--- src/hduart_pkg.sv ---
`default_nettype none
package hduart_pkg;

	// fixed widths of the host-side fields
	localparam int WORD_W = 9;
	localparam int KIND_W = 2;

	// defaults for the top-level parameters
	localparam int TICKS_PER_BIT_DEF = 3;
	localparam int DATA_BITS_DEF     = 9;

	// input item kinds
	localparam logic [KIND_W-1:0] KIND_TICK  = 2'd0;
	localparam logic [KIND_W-1:0] KIND_WRITE = 2'd1;
	localparam logic [KIND_W-1:0] KIND_READ  = 2'd2;

	// one result item
	typedef struct packed {
		logic              line_drive_low;
		logic [WORD_W-1:0] read_word;
		logic              read_valid;
		logic              write_accepted;
		logic              tx_pending;
		logic              rx_full;
	} hduart_res_t;

endpackage
`default_nettype wire

--- src/half_duplex_nine_bit_soft_uart_unit.sv ---
// channel | handshake           | payload
// --------+---------------------+-----------------------------------------------
// in      | in_valid / in_stall | kind, line_level, write_word
// out     | out_valid/out_stall | line_drive_low, read_word, read_valid,
//         |                     | write_accepted, tx_pending, rx_full
//
// one item per cycle while in_stall is low: the frame state updates at the
// input transfer and the result is registered in the output or skid register.
// a skid register behind the output register takes one more item while the
// output is stalled; in_stall rises only while the skid register is full.
// arst_n clears the frame state, both full flags and the output valids;
// the receive and transmit buffers hold no reset value.
`default_nettype none
module half_duplex_nine_bit_soft_uart_unit
	import hduart_pkg::*;
#(
	parameter int TICKS_PER_BIT = TICKS_PER_BIT_DEF,
	parameter int DATA_BITS     = DATA_BITS_DEF
) (
	input  wire logic              clk,
	input  wire logic              arst_n,
	input  wire logic              in_valid,
	output logic                   in_stall,
	input  wire logic [KIND_W-1:0] kind,
	input  wire logic              line_level,
	input  wire logic [WORD_W-1:0] write_word,
	output logic                   out_valid,
	input  wire logic              out_stall,
	output logic                   line_drive_low,
	output logic [WORD_W-1:0]      read_word,
	output logic                   read_valid,
	output logic                   write_accepted,
	output logic                   tx_pending,
	output logic                   rx_full
);

	localparam int FRAME_BITS = DATA_BITS + 2;
	localparam int SH_W       = DATA_BITS + 2;
	localparam int TX_END     = FRAME_BITS * TICKS_PER_BIT;
	localparam int RX_FIRST   = TICKS_PER_BIT + TICKS_PER_BIT / 2;
	localparam int RX_STOP    = RX_FIRST + DATA_BITS * TICKS_PER_BIT;
	localparam int RX_SUB     = RX_FIRST % TICKS_PER_BIT;
	localparam int OFF_W      = $clog2(TX_END + 1);
	localparam int SUB_W      = $clog2(TICKS_PER_BIT);

	localparam logic [OFF_W-1:0] OFF_TX_END   = OFF_W'(TX_END);
	localparam logic [OFF_W-1:0] OFF_RX_FIRST = OFF_W'(RX_FIRST);
	localparam logic [OFF_W-1:0] OFF_RX_STOP  = OFF_W'(RX_STOP);
	localparam logic [SUB_W-1:0] SUB_LAST     = SUB_W'(TICKS_PER_BIT - 1);
	localparam logic [SUB_W-1:0] SUB_RX       = SUB_W'(RX_SUB);
	localparam logic [SUB_W-1:0] SUB_ONE      = SUB_W'(1);

	// frame state: offset counts ticks in the frame, sub tracks offset mod ticks-per-bit
	logic                 tx_mode_q;
	logic [OFF_W-1:0]     off_q;
	logic [SUB_W-1:0]     sub_q;
	logic [SH_W-1:0]      shifter_q;
	logic                 drive_low_q;
	logic                 tx_bit_q;
	logic [DATA_BITS-1:0] rx_buf_q;
	logic                 rx_full_q;
	logic [DATA_BITS-1:0] tx_buf_q;
	logic                 tx_full_q;

	logic                 tx_mode_nx;
	logic [OFF_W-1:0]     off_nx;
	logic [SUB_W-1:0]     sub_nx;
	logic [SH_W-1:0]      shifter_nx;
	logic                 drive_low_nx;
	logic                 tx_bit_nx;
	logic [DATA_BITS-1:0] rx_buf_nx;
	logic                 rx_full_nx;
	logic [DATA_BITS-1:0] tx_buf_nx;
	logic                 tx_full_nx;

	// output register and skid register
	hduart_res_t res_q;
	logic        res_valid_q;
	hduart_res_t skid_q;
	logic        skid_valid_q;
	hduart_res_t res_nx;

	logic accept;

	assign in_stall = skid_valid_q;
	assign accept   = in_valid && !in_stall;

	// next frame state and result for the item at the input
	always_comb begin
		logic [OFF_W-1:0] t_off;
		logic [SUB_W-1:0] t_sub;
		logic [SUB_W-1:0] sub_inc;
		logic [SH_W-1:0]  sh_v;
		logic             bit_v;
		tx_mode_nx   = tx_mode_q;
		off_nx       = off_q;
		sub_nx       = sub_q;
		shifter_nx   = shifter_q;
		drive_low_nx = drive_low_q;
		tx_bit_nx    = tx_bit_q;
		rx_buf_nx    = rx_buf_q;
		rx_full_nx   = rx_full_q;
		tx_buf_nx    = tx_buf_q;
		tx_full_nx   = tx_full_q;
		res_nx       = '0;
		t_off        = off_q;
		t_sub        = sub_q;
		sub_inc      = '0;
		sh_v         = shifter_q;
		bit_v        = tx_bit_q;

		unique case (kind)
			KIND_TICK: begin
				if (tx_mode_q) begin
					// transmit frame: wrap after the stop bit
					if (off_q >= OFF_TX_END) begin
						t_off = '0;
						t_sub = '0;
					end
					sub_inc = (t_sub == SUB_LAST) ? '0 : t_sub + SUB_ONE;
					if (t_off == '0 && !tx_full_q) begin
						// nothing pending: back to idle receive
						tx_mode_nx = 1'b0;
						off_nx     = '0;
						sub_nx     = '0;
					end else begin
						if (t_off == '0) begin
							sh_v       = {1'b1, tx_buf_q, 1'b0};
							tx_full_nx = 1'b0;
						end
						if (t_sub == '0) begin
							bit_v = sh_v[0];
							sh_v  = sh_v >> 1;
						end
						shifter_nx   = sh_v;
						tx_bit_nx    = bit_v;
						drive_low_nx = !bit_v;
						off_nx       = t_off + OFF_W'(1);
						sub_nx       = sub_inc;
					end
				end else begin
					sub_inc = (sub_q == SUB_LAST) ? '0 : sub_q + SUB_ONE;
					if (off_q == '0) begin
						// idle: pending transmit wins over a start bit
						if (tx_full_q) begin
							tx_mode_nx = 1'b1;
							off_nx     = '0;
							sub_nx     = '0;
						end else if (!line_level) begin
							shifter_nx = '0;
							off_nx     = OFF_W'(1);
							sub_nx     = SUB_ONE;
						end
					end else if (off_q >= OFF_RX_STOP) begin
						// end of receive frame, store only into an empty buffer
						if (!rx_full_q) begin
							rx_buf_nx  = shifter_q[DATA_BITS-1:0];
							rx_full_nx = 1'b1;
						end
						off_nx = '0;
						sub_nx = '0;
					end else begin
						// sample data bits mid-bit, lsb first
						if (off_q >= OFF_RX_FIRST && sub_q == SUB_RX) begin
							sh_v                = shifter_q >> 1;
							sh_v[DATA_BITS-1]   = sh_v[DATA_BITS-1] | line_level;
							shifter_nx          = sh_v;
						end
						off_nx = off_q + OFF_W'(1);
						sub_nx = sub_inc;
					end
				end
			end
			KIND_WRITE: begin
				if (!tx_full_q) begin
					tx_buf_nx             = write_word[DATA_BITS-1:0];
					tx_full_nx            = 1'b1;
					res_nx.write_accepted = 1'b1;
				end
			end
			KIND_READ: begin
				if (rx_full_q) begin
					res_nx.read_word  = WORD_W'(rx_buf_q);
					res_nx.read_valid = 1'b1;
					rx_full_nx        = 1'b0;
				end
			end
			default: begin
			end
		endcase

		res_nx.line_drive_low = drive_low_nx;
		res_nx.tx_pending     = tx_full_nx;
		res_nx.rx_full        = rx_full_nx;
	end

	// frame control state
	always_ff @(posedge clk or negedge arst_n) begin
		if (!arst_n) begin
			tx_mode_q   <= 1'b0;
			off_q       <= '0;
			sub_q       <= '0;
			shifter_q   <= '0;
			drive_low_q <= 1'b0;
			tx_bit_q    <= 1'b0;
			rx_full_q   <= 1'b0;
			tx_full_q   <= 1'b0;
		end else if (accept) begin
			tx_mode_q   <= tx_mode_nx;
			off_q       <= off_nx;
			sub_q       <= sub_nx;
			shifter_q   <= shifter_nx;
			drive_low_q <= drive_low_nx;
			tx_bit_q    <= tx_bit_nx;
			rx_full_q   <= rx_full_nx;
			tx_full_q   <= tx_full_nx;
		end
	end

	// word buffers
	always_ff @(posedge clk) begin
		if (accept) begin
			rx_buf_q <= rx_buf_nx;
			tx_buf_q <= tx_buf_nx;
		end
	end

	// output and skid valids
	always_ff @(posedge clk or negedge arst_n) begin
		if (!arst_n) begin
			res_valid_q  <= 1'b0;
			skid_valid_q <= 1'b0;
		end else if (!res_valid_q || !out_stall) begin
			res_valid_q  <= skid_valid_q || accept;
			skid_valid_q <= 1'b0;
		end else if (accept) begin
			skid_valid_q <= 1'b1;
		end
	end

	// output and skid payloads
	always_ff @(posedge clk) begin
		if (!res_valid_q || !out_stall) begin
			res_q <= skid_valid_q ? skid_q : res_nx;
		end else if (accept) begin
			skid_q <= res_nx;
		end
	end

	assign out_valid      = res_valid_q;
	assign line_drive_low = res_q.line_drive_low;
	assign read_word      = res_q.read_word;
	assign read_valid     = res_q.read_valid;
	assign write_accepted = res_q.write_accepted;
	assign tx_pending     = res_q.tx_pending;
	assign rx_full        = res_q.rx_full;

`ifndef SYNTHESIS
	a_skid_behind_out: assert property (@(posedge clk) disable iff (!arst_n)
		skid_valid_q |-> res_valid_q)
		else $error("skid register full while output register empty");

	a_off_in_range: assert property (@(posedge clk) disable iff (!arst_n)
		(tx_mode_q && off_q <= OFF_TX_END) || (!tx_mode_q && off_q <= OFF_RX_STOP))
		else $error("frame offset out of range");

	a_sub_in_range: assert property (@(posedge clk) disable iff (!arst_n)
		sub_q <= SUB_LAST)
		else $error("bit tick counter out of range");

	a_read_empties: assert property (@(posedge clk) disable iff (!arst_n)
		(out_valid && read_valid) |-> (!rx_full && !write_accepted))
		else $error("read result with receive buffer still full");

	a_write_fills: assert property (@(posedge clk) disable iff (!arst_n)
		(out_valid && write_accepted) |-> tx_pending)
		else $error("accepted write without pending transmit word");
`endif

endmodule
`default_nettype wire
--- config.mk ---
export PLATFORM = sky130hd
export DESIGN_NAME = half_duplex_nine_bit_soft_uart_unit
export DESIGN_NICKNAME = d
export VERILOG_FILES = /design/src/hduart_pkg.sv /design/src/half_duplex_nine_bit_soft_uart_unit.sv
export SDC_FILE = /design/constraint.sdc
export NUM_CORES = 1
export LEC_CHECK = 0
export BUFFER_PORTS_ARGS = -buffer_cell sky130_fd_sc_hd__buf_2
export CAP_MARGIN = 10
export CORE_AREA = 2 2 106 108
export DETAILED_ROUTE_END_ITERATION = 10
export DIE_AREA = 0 0 108 110
export GPL_ROUTABILITY_DRIVEN = 0
export SYNTH_ARGS = -nofsm -noshare
export SYNTH_HDL_FRONTEND = slang
export SYNTH_SLANG_ARGS = --single-unit
--- constraint.sdc ---
create_clock -name clk -period 7.1 [get_ports clk]
set_clock_uncertainty 0.1 [all_clocks]
set_input_delay 1.065 -clock clk [delete_from_list [all_inputs] [get_ports clk]]
set_output_delay 1.065 -clock clk [all_outputs]
set_load 0.02 [all_outputs]
==> results.cfg <==
[routing]
top_layer_used = met4
wl_um = 7381
ant_nets = 0
drt-initial-drc-count = 185
drcViolationCount = 0
num_vias = 2510
dr_wl_met2_um = 3290
wl_met3_um = 335
wl_per_cell_um = 15.67
via_per_inst = 5.329
drt-met1-wl_um = 3602
dr.pass1.iters = 4

[floorplan]
fp.dieH_um = 110
rows = 38
core_um2 = 10700
die_w_um = 108
die-area_um2 = 11880
ios = 32
start_util = 0.3316

[power_and_ir_drop]
power.leakage_nw = 1.602
p_int_w = 0.0008469
netSwitchingFraction = 0.3440
p_per_area_nw_per_um2 = 321.8
power_switching_w = 0.0004441
ir_drop_mv = 0.1386
power_frac_clock = 0.257
seq_power_share = 0.464
comb_power_share = 0.279

[clock_network]
post_cts_buffers = 0
cts_root_buf = clkbuf_8
cts_tree = built
clockBufferDepth = 2
clock-sinks = 72
h-tree-depth = 3
cts_made_buffers = 9
cts-hold-fix-buffers = 0
cts_resized = 0
clk_latency_ns = 0.35
clk_pin_slew_ns = 0.08

[placement]
dp_hpwl_um = 5189
dp_cells = 454
portBuffers = 31

[worst_setup_path]
crit_fanout = 11
cpPeakStageDelay_ns = 0.53
startpoint_type = flop
critPathTopFamily = simple AND/OR/NAND/NOR gates
cp-startpoint = off_q[0]
rr_worst_depth = 11
worstSetupPathType = flop to flop
slowest_stage = or4b_4
reg2reg_from = off_q[0]
rrSetupSlack_ns = 3.63
required_ns = 7.21
crit_buf_inv = 2
end_kind = flop
critical_path.cell_chain = inv_1 -> ha_1 -> or4b_4 -> o21ai_0 -> and2_1 -> inv_1 -> ha_1 -> o221a_1 -> nand3_1 -> and2_1 -> o221ai_1
r2r_end = shifter_q[4]
cp_data_arrival_time_ns = 3.58

[final_layout]
drive_gt1_frac = 0.2145
syn2layout_area_growth_pct = 13.09
fillers = 1058
fin_cells = 471
nets = 347
antennaDiodeCount = 0

[logic_synthesis]
yosys_warnings = 0
synthMuxAreaShare = 0.06384
ys_ff_latch = 72
synthCells = 297
ys_seq_area_frac = 0.5728
synthArstFlopShare = 0.3611
synthFlopType = edfxtp_1
synth_edf_count = 46
yosysUniqueCellTypes = 53
synth-compound-area-share = 0.1771
synth.net_count = 318
synthSimpleGateAreaFrac = 0.1252
synth-xor-area-share = 0.002469
synth_area_um2 = 3547
synth_top_family_by_area = compound AO/OA/AOI/OAI gates
synthAdderAreaFrac = 0.01764
synth.avg_cell_area_um2 = 11.94

[sta]
slew_headroom = 0.2802
finalCriticalPeriod_ns = 3.470
finalHoldViolations = 0
fmax_ghz = 0.2882
finalSetupViolCount = 0
rsz0062_at_grt = false
fin_crit_sh = 0.4887
finalSetupTns_ns = 0
final_max_slew_viol_count = 0
tightest_slew_ns = 1.076

[hold_path]
min_to = rx_buf_q[6]
hold_path.class = flop to flop
hp-start = shifter_q[6]
min_path_cells = 0

[grt]
grt_max_degree = 27
antenna_found_initial = 0
grt_pass1_wl_um = 12290
grt_use_total = 0.1330
overflow = 0
grt_pass1_vias = 2440

[outcome]
outcome = complete, no violations

[run]
drv_cap = 0
-- final cells by class --
cell class              count  area (um^2)  area share
clock buffers               9        123.9     0.03088
clock inverters             7        80.08     0.01996
inverters                  18        67.56     0.01684
multi-input cells         193         1370      0.3415
flip-flops and latches     72         2032      0.5066
well taps                 140        175.2     0.04367
repair buffers             32        162.7     0.04055
-- worst register-to-register path, stage by stage (launching register included) --
cell	delay (ns)
dfrtp_1	0.45
inv_1	0.10
ha_1	0.15
or4b_4	0.53
o21ai_0	0.39
and2_1	0.22
inv_1	0.05
ha_1	0.25
o221a_1	0.26
nand3_1	0.26
and2_1	0.42
o221ai_1	0.16
-- worst max path at each step --
stage,to,slack [ns],cells past startpoint
3_3_place_gp,shifter_q[4],3.82,11
4_1_cts,shifter_q[4],3.70,11
6_report,shifter_q[4],3.63,11
5_1_grt,shifter_q[4],3.43,11
3_5_place_dp,shifter_q[4],3.72,11
2_1_floorplan,shifter_q[8],3.95,13
-- synth_stat cells (4+ instances only) --
cell,n,area (um^2)
o21ai_0,15,75.07
mux2_2,13,146.4
mux2i_1,8,80.08
a21o_1,4,30.03
nor2_1,9,33.78
clkbuf_1,8,30.03
nor3_1,6,30.03
nand4_1,8,50.05
a21oi_1,10,50.05
nand2_1,20,75.07
nand3_1,8,40.04
and2_1,12,75.07
o221ai_1,7,61.31
ha_1,5,62.56
inv_1,18,67.56
o31ai_1,5,37.54
a22o_1,10,87.58
a211oi_1,5,37.54
a31oi_1,6,37.54
dfrtp_1,26,650.6
and3_1,4,25.02
edfxtp_1,46,1381
-- routing by layer --
layer  GRT usage  up-vias
li1            -     1209
met3     0.02763       12
met2      0.2035       74
met5           0        -
met4     0.06136        0
met1      0.1818     1215
-- metrics by stage --
stage	util	hold WS (ns)	instance area, um^2	power [W]	setup WS (ns)
2_1_floorplan	-	0.3407	3547	0.0008711	3.948
3_3_place_gp	0.3552	0.3836	3800	0.0009541	3.816
3_5_place_dp	0.3552	0.3841	3800	0.0009606	3.723
4_1_cts	0.3743	0.3994	4004	0.001295	3.698
5_1_grt	0.3750	0.4176	4011	0.001370	3.434
6_report	0.3750	0.4099	4011	0.001291	3.630
-- power by group through the flow --
stage,clock network (W),registers (W),logic (W)
after global placement,0,0.000602,0.000352
after CTS,0.000342,0.000596,0.000358
after floorplan,0,0.000580,0.000291
after detailed placement,0,0.000605,0.000356
after global routing,0.000361,0.000609,0.000400
final,0.000332,0.000599,0.000360
-- flip-flops by register name, summed over array words and instances, names as in the netlist --
signal and cells:
drive_low_q 1, off_q 6, rx_full_q 1, write_accepted 1, read_word 9, rx_full 1, rx_buf_q 9, line_drive_low 1
in_stall 1, tx_mode_q 1, tx_buf_q 9, tx_bit_q 1, tx_pending 1, skid_q 14, read_valid 1, shifter_q 11
out_valid 1, sub_q 2, tx_full_q 1
-- placed cells by master, fill, tap and decap left out, types with 2 or more instances in the layout --
cell type  count
inv_1         18
a211oi_1       5
a21oi_1       10
and2_1        12
nor4b_2        2
o221ai_1       7
mux2i_1        8
clkinv_4       2
nand2_1       20
nand3_1        8
edfxtp_1      46
a311o_1        2
a31oi_1        6
o211ai_1       3
nor4_1         2
a21o_1         4
nor3_1         6
o21ba_2        2
nor2_1         9
o31ai_1        5
nand2b_1       3
clkbuf_8       9
dfrtp_1       26
nand4_1        8
buf_2         31
and3_1         4
mux2_2        13
ha_1           5
o22ai_1        3
o21ai_0       15
a22o_1        10
-- kinds of logic (layout without fill, tap and decap cells) --
logic type	count (synthesis)	count (layout)
buffers and inverters	32	66
adder cells (fa/ha/maj)	5	5
AND/OR/NAND/NOR	80	80
AO/OA/AOI/OAI	86	86
multiplexers	21	21
flip-flops	72	72
XOR/XNOR	1	1
No activity file was read; power rests on OpenSTA's default activity.
